## src/rtl/agcpi_pkg.sv

```systemverilog
`default_nettype none

package agcpi_pkg;

	localparam int PULSE_PAIRS = 6;
	localparam int POS_W = 17;
	localparam int MAG_W = 35;

	localparam logic [30:0] RECIP_107 = 31'd1284476201;
	localparam logic [29:0] DIV_107 = 30'd107;
	localparam logic [25:0] RECIP_255 = 26'd33686019;
	localparam logic [23:0] HALF_255 = 24'd127;
	localparam logic [16:0] Q16_AGC = 17'd72090;
	localparam logic [11:0] Q16_PSYNC = 12'd3932;
	localparam logic [MAG_W:0] Q16_HALF = 36'd32768;

	localparam logic signed [11:0] TRI_OFS = 12'sd856;
	localparam logic [10:0] GREY_FLOOR = 11'd150;
	localparam logic [10:0] GREY_CEIL = 11'd405;
	localparam logic [7:0] GREY_MAX = 8'd255;

	localparam logic [9:0] LINE_AGC = 10'd1;
	localparam logic [9:0] L625_A_LO = 10'd9;
	localparam logic [9:0] L625_A_HI = 10'd18;
	localparam logic [9:0] L625_B_LO = 10'd321;
	localparam logic [9:0] L625_B_HI = 10'd330;
	localparam logic [9:0] L525_A_LO = 10'd12;
	localparam logic [9:0] L525_A_HI = 10'd19;
	localparam logic [9:0] L525_B_LO = 10'd275;
	localparam logic [9:0] L525_B_HI = 10'd282;

	localparam logic [2:0] REG_LINES_625 = 3'd0;
	localparam logic [2:0] REG_TIP_LVL = 3'd1;
	localparam logic [2:0] REG_BLACK_LEVEL = 3'd2;
	localparam logic [2:0] REG_PEAK_LVL = 3'd3;
	localparam logic [2:0] REG_FIRST_LEFT = 3'd4;
	localparam logic [2:0] REG_PULSE_SPACING = 3'd5;
	localparam logic [2:0] REG_PS_WIDTH = 3'd6;
	localparam logic [2:0] REG_AGC_WIDTH = 3'd7;

	typedef enum logic [1:0] {
		SEL_NONE = 2'd0,
		SEL_PSYNC = 2'd1,
		SEL_AGC = 2'd2
	} sel_t;

	typedef struct packed {
		logic claim;
		sel_t sel;
	} pick_t;

	typedef struct packed {
		logic lines_625;
		logic signed [15:0] tip_lvl;
		logic signed [15:0] black_level;
		logic signed [15:0] peak_lvl;
		logic [11:0] first_left;
		logic [11:0] pulse_spacing;
		logic [11:0] ps_width;
		logic [11:0] agc_width;
	} cfg_t;

	typedef struct packed {
		logic line1;
		pick_t pick;
		logic signed [15:0] smp;
	} side_t;

endpackage

`default_nettype wire

```

## src/rtl/agcpi_round_sat.sv

```systemverilog
`default_nettype none

module agcpi_round_sat (
	input wire logic [agcpi_pkg::MAG_W-1:0] mag,
	input wire logic neg,
	input wire logic signed [15:0] base,
	output logic signed [15:0] level
);

	always_comb begin
		logic [agcpi_pkg::MAG_W:0] sum;
		logic [19:0] q;
		logic signed [20:0] qs;
		logic signed [20:0] res;
		sum = {1'b0, mag} + agcpi_pkg::Q16_HALF;
		q = sum[agcpi_pkg::MAG_W:16];
		qs = $signed({1'b0, q});
		res = 21'(base) + (neg ? -qs : qs);
		if (res > 21'sd32767) begin
			level = 16'sh7fff;
		end else if (res < -21'sd32768) begin
			level = 16'sh8000;
		end else begin
			level = res[15:0];
		end
	end

endmodule

`default_nettype wire

```

## src/rtl/agcpi_pulse_sel.sv

```systemverilog
`default_nettype none

module agcpi_pulse_sel (
	input wire logic [9:0] line_number,
	input wire logic [11:0] pixel_pos,
	input wire logic line_taken,
	input wire agcpi_pkg::cfg_t cfg,
	output agcpi_pkg::pick_t pick
);

	always_comb begin
		logic win;
		logic [agcpi_pkg::POS_W-1:0] l0;
		logic [agcpi_pkg::POS_W-1:0] l1;
		logic [agcpi_pkg::POS_W-1:0] l2;
		logic [agcpi_pkg::POS_W-1:0] x;
		agcpi_pkg::sel_t sel;
		if (cfg.lines_625) begin
			win = (line_number >= agcpi_pkg::L625_A_LO && line_number <= agcpi_pkg::L625_A_HI) ||
				(line_number >= agcpi_pkg::L625_B_LO && line_number <= agcpi_pkg::L625_B_HI);
		end else begin
			win = (line_number >= agcpi_pkg::L525_A_LO && line_number <= agcpi_pkg::L525_A_HI) ||
				(line_number >= agcpi_pkg::L525_B_LO && line_number <= agcpi_pkg::L525_B_HI);
		end
		x = agcpi_pkg::POS_W'(pixel_pos);
		sel = agcpi_pkg::SEL_NONE;
		// later pairs win where pairs overlap
		for (int k = 0; k < agcpi_pkg::PULSE_PAIRS; k++) begin
			l0 = agcpi_pkg::POS_W'(cfg.first_left) +
				agcpi_pkg::POS_W'(cfg.pulse_spacing) * agcpi_pkg::POS_W'(k);
			l1 = l0 + agcpi_pkg::POS_W'(cfg.ps_width);
			l2 = l1 + agcpi_pkg::POS_W'(cfg.agc_width);
			if (x >= l0 && x < l1) begin
				sel = agcpi_pkg::SEL_PSYNC;
			end else if (x >= l1 && x < l2) begin
				sel = agcpi_pkg::SEL_AGC;
			end
		end
		pick.claim = win && !line_taken;
		pick.sel = pick.claim ? sel : agcpi_pkg::SEL_NONE;
	end

endmodule

`default_nettype wire

```

## src/rtl/agc_pulse_inserter.sv

```systemverilog
// agc pulse inserter
// input stream: one video sample per request, s_axis_tdata carries line number,
// frame number, pixel position and sample; s_axis_tuser flags a line already
// taken by another source. output stream: one sample per request with the
// claim flag in m_axis_tuser.
// one sample is accepted every cycle while the output is taken. the nine
// register stages carry the agc level arithmetic: frame mod 428 by
// reciprocal multiply, grey map with divide by 255, then the 1.10 scale
// with rounding and saturation.
// a line-1 sample loads the new agc level as it enters the output register,
// so every later sample sees it.
// configuration through the apb port must be written only while the stream
// is idle; the block does not enforce it. reset clears all stage valid bits,
// the agc level (0) and the registers (lines_625 = 1, others 0).
// when the receiver stalls, stages hold their data and bubbles fill up before
// s_axis_tready drops; nothing is lost or repeated.
`default_nettype none

module agc_pulse_inserter (
	input wire logic clk,
	input wire logic arst_n,
	input wire logic s_axis_tvalid,
	output logic s_axis_tready,
	// [9:0] line_number, [41:10] frame_number, [53:42] pixel_pos, [69:54] sample_in
	input wire logic [71:0] s_axis_tdata,
	// [0] line_taken
	input wire logic s_axis_tuser,
	output logic m_axis_tvalid,
	input wire logic m_axis_tready,
	// [15:0] sample_out
	output logic [15:0] m_axis_tdata,
	// [0] line_claimed
	output logic m_axis_tuser,
	input wire logic psel,
	input wire logic penable,
	input wire logic pwrite,
	input wire logic [4:0] paddr,
	input wire logic [31:0] pwdata,
	output logic [31:0] prdata,
	output logic pready
);

	agcpi_pkg::cfg_t cfg_q;
	logic signed [15:0] agc_level_q;

	logic vld_s1, vld_s2, vld_s3, vld_s4, vld_s5, vld_s6, vld_s7, vld_s8, vld_s9;
	logic rdy1, rdy2, rdy3, rdy4, rdy5, rdy6, rdy7, rdy8, rdy9;

	agcpi_pkg::side_t side_s1, side_s2, side_s3, side_s4, side_s5, side_s6, side_s7, side_s8;
	logic [29:0] f2_s1;
	logic [1:0] fl_s1, fl_s2;
	logic [60:0] p1_s1;
	logic [6:0] rem_s2;
	logic [28:0] pp_s2;
	logic ppn_s2;
	logic [7:0] g_s3;
	logic signed [25:0] n_s4;
	logic [49:0] pq_s5;
	logic neg_s5;
	logic signed [17:0] lv_s6;
	logic [34:0] pa_s7;
	logic neg_s7;
	logic signed [15:0] agcn_s8;
	logic signed [15:0] psync_s3, psync_s4, psync_s5, psync_s6, psync_s7, psync_s8;
	logic [15:0] smp_s9;
	logic claim_s9;

	agcpi_pkg::pick_t pick_in;
	agcpi_pkg::side_t side_in;
	logic [60:0] p1_in;
	logic [6:0] rem_in;
	logic [28:0] pp_in;
	logic ppn_in;
	logic [7:0] g_in;
	logic signed [25:0] n_in;
	logic [49:0] pq_in;
	logic neg5_in;
	logic signed [17:0] lv_in;
	logic [34:0] pa_in;
	logic neg7_in;
	logic signed [15:0] psync_in;
	logic signed [15:0] agcn_in;
	logic [15:0] smp_out_in;
	logic wr_en;

	// configuration port
	assign pready = 1'b1;
	assign wr_en = psel && penable && pwrite;

	always_ff @(posedge clk or negedge arst_n) begin
		if (!arst_n) begin
			cfg_q.lines_625 <= 1'b1;
			cfg_q.tip_lvl <= '0;
			cfg_q.black_level <= '0;
			cfg_q.peak_lvl <= '0;
			cfg_q.first_left <= '0;
			cfg_q.pulse_spacing <= '0;
			cfg_q.ps_width <= '0;
			cfg_q.agc_width <= '0;
		end else if (wr_en) begin
			case (paddr[4:2])
				agcpi_pkg::REG_LINES_625: cfg_q.lines_625 <= pwdata[0];
				agcpi_pkg::REG_TIP_LVL: cfg_q.tip_lvl <= pwdata[15:0];
				agcpi_pkg::REG_BLACK_LEVEL: cfg_q.black_level <= pwdata[15:0];
				agcpi_pkg::REG_PEAK_LVL: cfg_q.peak_lvl <= pwdata[15:0];
				agcpi_pkg::REG_FIRST_LEFT: cfg_q.first_left <= pwdata[11:0];
				agcpi_pkg::REG_PULSE_SPACING: cfg_q.pulse_spacing <= pwdata[11:0];
				agcpi_pkg::REG_PS_WIDTH: cfg_q.ps_width <= pwdata[11:0];
				agcpi_pkg::REG_AGC_WIDTH: cfg_q.agc_width <= pwdata[11:0];
				default: ;
			endcase
		end
	end

	always_comb begin
		case (paddr[4:2])
			agcpi_pkg::REG_LINES_625: prdata = 32'(cfg_q.lines_625);
			agcpi_pkg::REG_TIP_LVL: prdata = 32'(cfg_q.tip_lvl);
			agcpi_pkg::REG_BLACK_LEVEL: prdata = 32'(cfg_q.black_level);
			agcpi_pkg::REG_PEAK_LVL: prdata = 32'(cfg_q.peak_lvl);
			agcpi_pkg::REG_FIRST_LEFT: prdata = 32'(cfg_q.first_left);
			agcpi_pkg::REG_PULSE_SPACING: prdata = 32'(cfg_q.pulse_spacing);
			agcpi_pkg::REG_PS_WIDTH: prdata = 32'(cfg_q.ps_width);
			agcpi_pkg::REG_AGC_WIDTH: prdata = 32'(cfg_q.agc_width);
			default: prdata = '0;
		endcase
	end

	// per-stage ready, bubbles are filled while the output stalls
	assign rdy9 = !vld_s9 || m_axis_tready;
	assign rdy8 = !vld_s8 || rdy9;
	assign rdy7 = !vld_s7 || rdy8;
	assign rdy6 = !vld_s6 || rdy7;
	assign rdy5 = !vld_s5 || rdy6;
	assign rdy4 = !vld_s4 || rdy5;
	assign rdy3 = !vld_s3 || rdy4;
	assign rdy2 = !vld_s2 || rdy3;
	assign rdy1 = !vld_s1 || rdy2;
	assign s_axis_tready = rdy1;

	always_ff @(posedge clk or negedge arst_n) begin
		if (!arst_n) begin
			vld_s1 <= 1'b0;
			vld_s2 <= 1'b0;
			vld_s3 <= 1'b0;
			vld_s4 <= 1'b0;
			vld_s5 <= 1'b0;
			vld_s6 <= 1'b0;
			vld_s7 <= 1'b0;
			vld_s8 <= 1'b0;
			vld_s9 <= 1'b0;
			agc_level_q <= '0;
		end else begin
			if (rdy1) vld_s1 <= s_axis_tvalid;
			if (rdy2) vld_s2 <= vld_s1;
			if (rdy3) vld_s3 <= vld_s2;
			if (rdy4) vld_s4 <= vld_s3;
			if (rdy5) vld_s5 <= vld_s4;
			if (rdy6) vld_s6 <= vld_s5;
			if (rdy7) vld_s7 <= vld_s6;
			if (rdy8) vld_s8 <= vld_s7;
			if (rdy9) vld_s9 <= vld_s8;
			if (rdy9 && vld_s8 && side_s8.line1) begin
				agc_level_q <= agcn_s8;
			end
		end
	end

	// stage 1: window and pulse match, frame reciprocal product
	agcpi_pulse_sel u_pulse_sel (
		.line_number(s_axis_tdata[9:0]),
		.pixel_pos(s_axis_tdata[53:42]),
		.line_taken(s_axis_tuser),
		.cfg(cfg_q),
		.pick(pick_in)
	);

	always_comb begin
		side_in.line1 = s_axis_tdata[9:0] == agcpi_pkg::LINE_AGC;
		side_in.pick = pick_in;
		side_in.smp = s_axis_tdata[69:54];
		p1_in = 61'(s_axis_tdata[41:12]) * 61'(agcpi_pkg::RECIP_107);
	end

	// stage 2: remainder of frame/4 by 107, psync product
	always_comb begin
		logic [29:0] qm;
		logic [29:0] diff;
		logic signed [16:0] wsd;
		logic [16:0] wsm;
		qm = 30'(p1_s1[60:37]) * agcpi_pkg::DIV_107;
		diff = f2_s1 - qm;
		rem_in = diff[6:0];
		wsd = 17'(cfg_q.peak_lvl) - 17'(cfg_q.tip_lvl);
		wsm = wsd[16] ? 17'(-wsd) : 17'(wsd);
		ppn_in = wsd[16];
		pp_in = 29'(wsm) * 29'(agcpi_pkg::Q16_PSYNC);
	end

	// stage 3: clipped triangle grey value, psync level
	always_comb begin
		logic [8:0] fm;
		logic signed [11:0] t;
		logic [10:0] ta;
		fm = {rem_s2, fl_s2};
		t = $signed({1'b0, fm, 2'b00}) - agcpi_pkg::TRI_OFS;
		ta = t[11] ? 11'(-t) : 11'(t);
		if (ta < agcpi_pkg::GREY_FLOOR) begin
			g_in = '0;
		end else if (ta > agcpi_pkg::GREY_CEIL) begin
			g_in = agcpi_pkg::GREY_MAX;
		end else begin
			g_in = 8'(ta - agcpi_pkg::GREY_FLOOR);
		end
	end

	agcpi_round_sat u_round_psync (
		.mag(agcpi_pkg::MAG_W'(pp_s2)),
		.neg(ppn_s2),
		.base(cfg_q.tip_lvl),
		.level(psync_in)
	);

	// stage 4: grey times swing
	always_comb begin
		logic signed [16:0] wbd;
		logic signed [25:0] gs;
		wbd = 17'(cfg_q.peak_lvl) - 17'(cfg_q.black_level);
		gs = $signed({18'd0, g_s3});
		n_in = 26'(wbd) * gs;
	end

	// stage 5: divide by 255 with rounding, reciprocal product
	always_comb begin
		logic [23:0] nm;
		logic [23:0] w;
		nm = n_s4[25] ? 24'(-n_s4) : 24'(n_s4);
		w = nm + agcpi_pkg::HALF_255;
		neg5_in = n_s4[25];
		pq_in = 50'(w) * 50'(agcpi_pkg::RECIP_255);
	end

	// stage 6: mapped level
	always_comb begin
		logic signed [17:0] qs;
		qs = $signed({1'b0, pq_s5[49:33]});
		lv_in = 18'(cfg_q.black_level) + (neg_s5 ? -qs : qs);
	end

	// stage 7: 1.10 scale product
	always_comb begin
		logic signed [18:0] d;
		logic [17:0] dm;
		d = 19'(lv_s6) - 19'(cfg_q.tip_lvl);
		dm = d[18] ? 18'(-d) : 18'(d);
		neg7_in = d[18];
		pa_in = 35'(dm) * 35'(agcpi_pkg::Q16_AGC);
	end

	// stage 8: round and saturate new agc level
	agcpi_round_sat u_round_agc (
		.mag(pa_s7),
		.neg(neg_s7),
		.base(cfg_q.tip_lvl),
		.level(agcn_in)
	);

	// stage 9: sample choice
	always_comb begin
		case (side_s8.pick.sel)
			agcpi_pkg::SEL_PSYNC: smp_out_in = psync_s8;
			agcpi_pkg::SEL_AGC: smp_out_in = agc_level_q;
			default: smp_out_in = side_s8.smp;
		endcase
	end

	always_ff @(posedge clk) begin
		if (rdy1) begin
			side_s1 <= side_in;
			f2_s1 <= s_axis_tdata[41:12];
			fl_s1 <= s_axis_tdata[11:10];
			p1_s1 <= p1_in;
		end
		if (rdy2) begin
			side_s2 <= side_s1;
			fl_s2 <= fl_s1;
			rem_s2 <= rem_in;
			pp_s2 <= pp_in;
			ppn_s2 <= ppn_in;
		end
		if (rdy3) begin
			side_s3 <= side_s2;
			g_s3 <= g_in;
			psync_s3 <= psync_in;
		end
		if (rdy4) begin
			side_s4 <= side_s3;
			n_s4 <= n_in;
			psync_s4 <= psync_s3;
		end
		if (rdy5) begin
			side_s5 <= side_s4;
			pq_s5 <= pq_in;
			neg_s5 <= neg5_in;
			psync_s5 <= psync_s4;
		end
		if (rdy6) begin
			side_s6 <= side_s5;
			lv_s6 <= lv_in;
			psync_s6 <= psync_s5;
		end
		if (rdy7) begin
			side_s7 <= side_s6;
			pa_s7 <= pa_in;
			neg_s7 <= neg7_in;
			psync_s7 <= psync_s6;
		end
		if (rdy8) begin
			side_s8 <= side_s7;
			agcn_s8 <= agcn_in;
			psync_s8 <= psync_s7;
		end
		if (rdy9) begin
			smp_s9 <= smp_out_in;
			claim_s9 <= side_s8.pick.claim;
		end
	end

	assign m_axis_tvalid = vld_s9;
	assign m_axis_tdata = smp_s9;
	assign m_axis_tuser = claim_s9;

	a_agc_hold: assert property (@(posedge clk) disable iff (!arst_n)
		!(rdy9 && vld_s8 && side_s8.line1) |=> $stable(agc_level_q))
		else $error("agc level changed without a line 1 sample");

	a_pulse_claims: assert property (@(posedge clk) disable iff (!arst_n)
		vld_s1 && side_s1.pick.sel != agcpi_pkg::SEL_NONE |-> side_s1.pick.claim)
		else $error("pulse selected on an unclaimed line");

	a_full_when_stalled: assert property (@(posedge clk) disable iff (!arst_n)
		!s_axis_tready |-> vld_s1 && vld_s2 && vld_s3 && vld_s4 && vld_s5 &&
			vld_s6 && vld_s7 && vld_s8 && vld_s9)
		else $error("input stalled while the pipeline has a bubble");

endmodule

`default_nettype wire

```

## config.mk

```make
export PLATFORM = sky130hd
export DESIGN_NAME = agc_pulse_inserter
export DESIGN_NICKNAME = d
export VERILOG_FILES = /design/src/rtl/agcpi_pkg.sv /design/src/rtl/agcpi_round_sat.sv /design/src/rtl/agcpi_pulse_sel.sv /design/src/rtl/agc_pulse_inserter.sv
export SDC_FILE = /design/constraint.sdc
export NUM_CORES = 2
export LEC_CHECK = 0
export ABC_AREA = 1
export CORE_MARGIN = 1
export CORE_UTILIZATION = 40
export CTS_CLUSTER_DIAMETER = 50
export DETAILED_ROUTE_END_ITERATION = 8
export DONT_BUFFER_PORTS = 1
export GPL_TIMING_DRIVEN = 0
export SYNTH_ARGS = -nofsm -noshare
export SYNTH_HDL_FRONTEND = slang
export SYNTH_SLANG_ARGS = --single-unit
```

## constraint.sdc

```tcl
create_clock -name clk -period 19.49 [get_ports clk]
set_input_delay 3.898 -clock clk [delete_from_list [all_inputs] [get_ports clk]]
set_output_delay 3.898 -clock clk [all_outputs]
set_load 0.1 [all_outputs]
```

# After elaboration in Yosys (flattened, before gate mapping)
# Index checks and enable logic that the tools add are counted.
totals:
  out_inout_bits: 52
  ff_bits: 656
  inputBits: 117
op_classes:
  add_sub_neg: 36
  bitwise_logic: 1
  muxes: 25
  mul: 8
  n_reduce_logical: 52
  n_eq_ne: 10
  order_cmp: 38
ops:
  columns: ["operator", "n"]
  rows:
  - ["one-hot mux 32 bit (8 select lines)", 1]
  - ["< comparator 12 x 17 -> 1 bit", 12]
  - ["adder 17 x 12 -> 17 bit", 11]
  - ["greater-or-equal comparator 12 x 17 -> 1 bit", 11]
  - ["multiplier 30 x 31 -> 61 bit (second input constant)", 1]
  - ["multiplier 24 x 26 -> 50 bit (second input constant)", 1]
  - ["adder 16 x 21 -> 21 bit", 2]
  - ["> comparator 21 x 16 -> 1 bit (second input constant)", 2]
  - ["< comparator 21 x 16 -> 1 bit (second input constant)", 2]
  - ["two-way mux 21 bit", 2]
  - ["negation 20 -> 21 bit", 2]
  - ["adder 35 x 16 -> 36 bit (second input constant)", 1]
  - ["two-way mux 18 bit", 2]
  - ["multiplier 18 x 16 -> 34 bit (second input constant)", 1]
  - ["subtractor 16 x 16 -> 17 bit", 2]
  - ["two-way mux 16 bit", 2]
  - ["one-hot mux 16 bit (2 select lines)", 1]
  - ["adder 12 x 14 -> 15 bit", 2]
  - ["adder 29 x 16 -> 30 bit (second input constant)", 1]
  - ["multiplier 17 x 10 -> 27 bit (second input constant)", 1]
  - ["adder 12 x 12 -> 13 bit", 2]
  - ["multiplier 17 x 9 -> 26 bit", 1]
  - ["adder 24 x 7 -> 24 bit (second input constant)", 1]
  - ["multiplier 24 x 7 -> 7 bit (second input constant)", 1]
  - ["40 further kinds", 105]

# Longest topological paths before layout
depth:
  ltp_word: 16
  ltp_mapped: 41
  mapped_depth_nobuf: 41

# Hierarchy
# A second synthesis with hierarchy kept.
unflattened:
  hier_cells: 9251
  hier_area_um2: 76983.8
modules_own_cells:
  columns: ["mod", "n_inst", "area_each_um2", "cells_per_inst"]
  rows:
  - ["agc_pulse_inserter", 1, 57211.1, 6012]
  - ["agcpi_pulse_sel", 1, 14928.1, 2343]
  - ["agcpi_round_sat", 2, 2422.3, 448]

# Least setup slack after synthesis
# Ideal clock, no wire load.
synth_path:
  path_kind: "input port to output port"
  from: "input m_axis_tready"
  to: "output s_axis_tready"
  cell_stages: 16
  slack_ps: 2436
  arrival_ps: 13156
  cell_sequence: "nor2_1 -> inv_1 -> nor2_1 -> inv_1 -> nor2_1 -> inv_1 -> nor2_1 -> inv_1 -> nor2_1 -> inv_1 -> nor2_1 -> inv_1 -> nor2_1 -> inv_1 -> nor2_1 -> nand2_1"
synth_between:
  elab_chain_len: 9
synth_lines:
  columns: ["element", "line", "rtl"]
  rows:
  - ["start: declaration", "agc_pulse_inserter.sv:29", "input wire logic m_axis_tready,"]
  - ["logical OR 1 bit", "agc_pulse_inserter.sv:130", "assign rdy9 = !vld_s9 || m_axis_tready;"]
  - ["logical OR 1 bit", "agc_pulse_inserter.sv:131", "assign rdy8 = !vld_s8 || rdy9;"]
  - ["named net rdy8", "agc_pulse_inserter.sv:47", "logic rdy1, rdy2, rdy3, rdy4, rdy5, rdy6, rdy7, rdy8, rdy9;"]
  - ["logical OR 1 bit", "agc_pulse_inserter.sv:132", "assign rdy7 = !vld_s7 || rdy8;"]
  - ["named net rdy7", "agc_pulse_inserter.sv:47", null]
  - ["logical OR 1 bit", "agc_pulse_inserter.sv:133", "assign rdy6 = !vld_s6 || rdy7;"]
  - ["named net rdy6", "agc_pulse_inserter.sv:47", null]
  - ["logical OR 1 bit", "agc_pulse_inserter.sv:134", "assign rdy5 = !vld_s5 || rdy6;"]
  - ["named net rdy5", "agc_pulse_inserter.sv:47", null]
  - ["logical OR 1 bit", "agc_pulse_inserter.sv:135", "assign rdy4 = !vld_s4 || rdy5;"]
  - ["named net rdy4", "agc_pulse_inserter.sv:47", null]
  - ["logical OR 1 bit", "agc_pulse_inserter.sv:136", "assign rdy3 = !vld_s3 || rdy4;"]
  - ["named net rdy3", "agc_pulse_inserter.sv:47", null]
  - ["logical OR 1 bit", "agc_pulse_inserter.sv:137", "assign rdy2 = !vld_s2 || rdy3;"]
  - ["logical OR 1 bit", "agc_pulse_inserter.sv:138", "assign rdy1 = !vld_s1 || rdy2;"]
  - ["end: declaration", "agc_pulse_inserter.sv:23", "output logic s_axis_tready,"]
# The timed path passes the listed nets, and every way through them passes these cells.

# Final worst setup path
# Ends and elaborated chain as after synthesis.

==> out/metrics.yaml <==
status:
  status: "complete, but fails checks"
  violations: "capacitance limit"
critical_path:
  worstSetupPathType: "in -> out"
  rr_startpoint: "cfg_q[81]"
  r2r_cells: 35
  critPathLaunch: "m_axis_tready"
  worstPathRequired_ns: 15.59
  critPathLaunchType: "primary input"
  endpoint_kind: "primary output"
  critPathMaxFanout: 44
  arrival_ns: 9.69
finish:
  n_fill_cell: 17700
  drive_above_1_share: 0.0287
  areaGrowthSynthToFinish_pct: 7.56
  utilization: 0.433
  nets: 10500
global_routing:
  antenna_found_initial: 12
  track_usage: 0.221
  grt_pass1_wl_mm: 318
  gr-usage-met2: 0.370
  gr-total-overflow: 0
  grt_max_degree: 123
  met1_usage: 0.285
  grt_use_met3: 0.0305
  busiest_layer: "met2"
  grt_pass1_vias: 57400
cts:
  cts_buffers: 66
  cts_setup_buffers: 0
  path_clk_slew_ns: 0.06
  cts-resized-gates: 0
  clock_latency_ns: 0.65
  cts_tree: "done"
  h-tree-depth: 3
  hold_buffers: 0
  cts_sinks: 541
  cts_root_buf: "clkbuf_16"
  clockBufferDepth: 3
logic_synthesis:
  synth_edf_count: 419
  synth_nets: 10500
  async_flop_share: 0.226
  ys_ff_latch: 541
  synthFlopType: "edfxtp_1"
  yosysWarnings: 0
  netlist_area_um2: 72600
  synth_cell_types: 74
  synth_sequential_area_ratio: 0.215
  postSynthCellCount: 8442
  avgSynthCellArea_um2: 8.60
timing:
  max_clock_freq_mhz: 73.6
  rsz0062_at_grt: "false"
  drv_slew: 0
  clock_skew_ns: 0.0278
  relSlewSlack: 0.0198
  post-route-period-util: 0.697
  hold_viol: 0
  max_slew.worst_pin.slew_ns: 1.47
  final-setup-viol-count: 0
  min_period_ns: 13.59
placement:
  place.gp.congestion: 0.986
  portBuffers: 0
  place_hpwl_mm: 167
routing:
  ant_nets: 0
  firstDrtPassIters: 6
  wire_per_inst_um: 18.3
  wl_mm: 201
  drc: 0
  via_per_inst: 5.13
  num_vias: 56100
  drt_iter0_drc: 3605
min_path:
  hold_depth: 0
  min_from: "psync_s4[1]"
  hp-class: "reg -> reg"
floorplan:
  rows: 156
  ioPinCount: 169
  die_w_um: 428
  die_h_um: 428
  initial_core_util: 0.402
  coreArea_um2: 181000
  die_area_um2: 183000
flow_run:
  max-cap-violations: 1
[metal layers]
layer	share of wire	wire length, um	up-vias
met5	0.00010	21	-
li1	-	-	27700
met3	0.049	9820	342
met4	0.048	9630	4
met1	0.44	88900	26900
met2	0.46	92500	1258
[flip-flops by register name, indices dropped and copies added, names as in the netlist, 20 cells and up]
name,cells
cfg_q,97
n_s4,25
pa_s7,20
side_s1,20
side_s2,20
side_s3,20
side_s4,20
side_s5,20
side_s6,20
side_s7,20
side_s8,20
[placed cells by master (no fill, tap or decap), drive strengths merged, types with 7 or more instances in the layout]
cell type	n
a211oi	14
a31oi	42
ha	1295
or2	27
dfrtp	121
buf	33
nor3	111
xor2	346
a31o	7
nor4	28
clkbuf	136
a21oi	599
xnor2	146
a22oi	7
nand4	89
o221ai	16
o21bai	55
fa	608
a21o	41
mux2	16
clkinv	22
a21boi	10
o2111ai	20
o31ai	11
o21a	28
nand2	1351
o21ai	339
nand3b	17
diode	14
and2	7
inv	1827
a221oi	10
o211ai	15
edfxtp	419
nand3	250
nor2	467
[logic make-up (layout without fill, tap and decap cells)]
group,after synthesis,count (layout),share of synthesized area
AO/OA/AOI/OAI,1237,1237,0.0965
XOR/XNOR,493,493,0.0598
adder cells (fa/ha/maj),1903,1903,0.391
buffers and inverters,1894,2023,0.0993
flip-flops,541,541,0.215
multiplexers,16,16,0.00248
other,1,15,0.0000516
AND/OR/NAND/NOR,2357,2357,0.136
[final timing paths]
kind                                  end  slack [ns]
setup / recovery            s_axis_tready        5.90
hold / removal                psync_s5[1]        0.40
setup reg to reg                pa_s7[32]       10.35
hold reg to reg               psync_s5[1]        0.40
max in group asynchronous  agc_level_q[0]       16.29
min in group asynchronous       cfg_q[23]        2.96
[metrics by stage]
stage,setup WS [ns],hold slack [ns],std cells,setup TNS (ns),cell area [um2]
floorplan,2.44,0.400,8442,0,72600
global placement,-1.96,0.401,10800,-1.96,75600
detailed placement,5.74,0.405,10800,0,75900
CTS,5.71,0.390,10900,0,78100
global route,5.33,0.393,11000,0,78100
finish,5.90,0.399,11000,0,78100
[area by class of cell]
| cell class | instances | area (um2) | share of cell area |
|---|---|---|---|
| Sequential cell | 541 | 15600 | 0.200 |
| Tap cell | 2370 | 2970 | 0.0380 |
| Clock buffer | 86 | 1830 | 0.0234 |
| Inverter | 1821 | 6840 | 0.0875 |
| Clock inverter | 33 | 352 | 0.00450 |
| Antenna cell | 14 | 35.0 | 0.000449 |
| Buffer | 73 | 372 | 0.00476 |
| Timing Repair Buffer | 10 | 195 | 0.00250 |
| Multi-Input combinational cell | 6007 | 49900 | 0.639 |
[cell usage after synthesis, types with 3 or more instances]
cell type / number / share of area
buf_4: 19 / 0.0020
fa_1: 608 / 0.17
clkbuf_1: 49 / 0.0025
o21ai_1: 5 / 0.00034
xor2_1: 345 / 0.042
o211ai_1: 14 / 0.0014
o21ai_0: 333 / 0.023
nand4_1: 88 / 0.0076
nor3b_1: 3 / 0.00031
o22ai_1: 5 / 0.00043
nand3_1: 247 / 0.017
dfrtp_1: 121 / 0.042
a21oi_1: 598 / 0.041
a21o_1: 40 / 0.0041
inv_1: 1817 / 0.094
o31ai_1: 11 / 0.0011
o311ai_0: 5 / 0.00060
nor4_1: 28 / 0.0024
or2_2: 26 / 0.0022
o221ai_1: 16 / 0.0019
o21bai_1: 55 / 0.0057
nor2_2: 6 / 0.00052
nor3_1: 110 / 0.0076
a221oi_1: 10 / 0.0012
nand3b_1: 17 / 0.0018
nand2_2: 13 / 0.0011
and2_1: 7 / 0.00060
a31oi_1: 42 / 0.0036
and3_1: 5 / 0.00043
o21a_1: 28 / 0.0029
clkinv_1: 4 / 0.00021
o2111ai_1: 20 / 0.0024
a211oi_1: 14 / 0.0014
ha_1: 1295 / 0.22
a31o_2: 7 / 0.00084
edfxtp_1: 419 / 0.17
xnor2_1: 146 / 0.018
mux2_2: 16 / 0.0025
a22oi_1: 7 / 0.00072
nand2_1: 1337 / 0.069
a21boi_0: 9 / 0.00093
nor2_1: 461 / 0.024
[critical path, cell delays in order]
cell	delay (ns)
nor2_1	0.03
inv_1	0.63
nor2_1	0.11
inv_2	0.26
buf_12	0.28
nor2_1	0.08
inv_2	0.55
nor2_1	0.11
inv_2	0.47
buf_12	0.29
nor2_1	0.08
inv_2	0.31
buf_12	0.29
nor2_1	0.08
inv_2	0.56
nor2_1	0.11
inv_2	0.34
buf_12	0.28
nor2_1	0.14
nand2_4	0.68
Power is not shown: default switching activity piles up to over one toggle a cycle in this logic, so the estimate is an artifact.
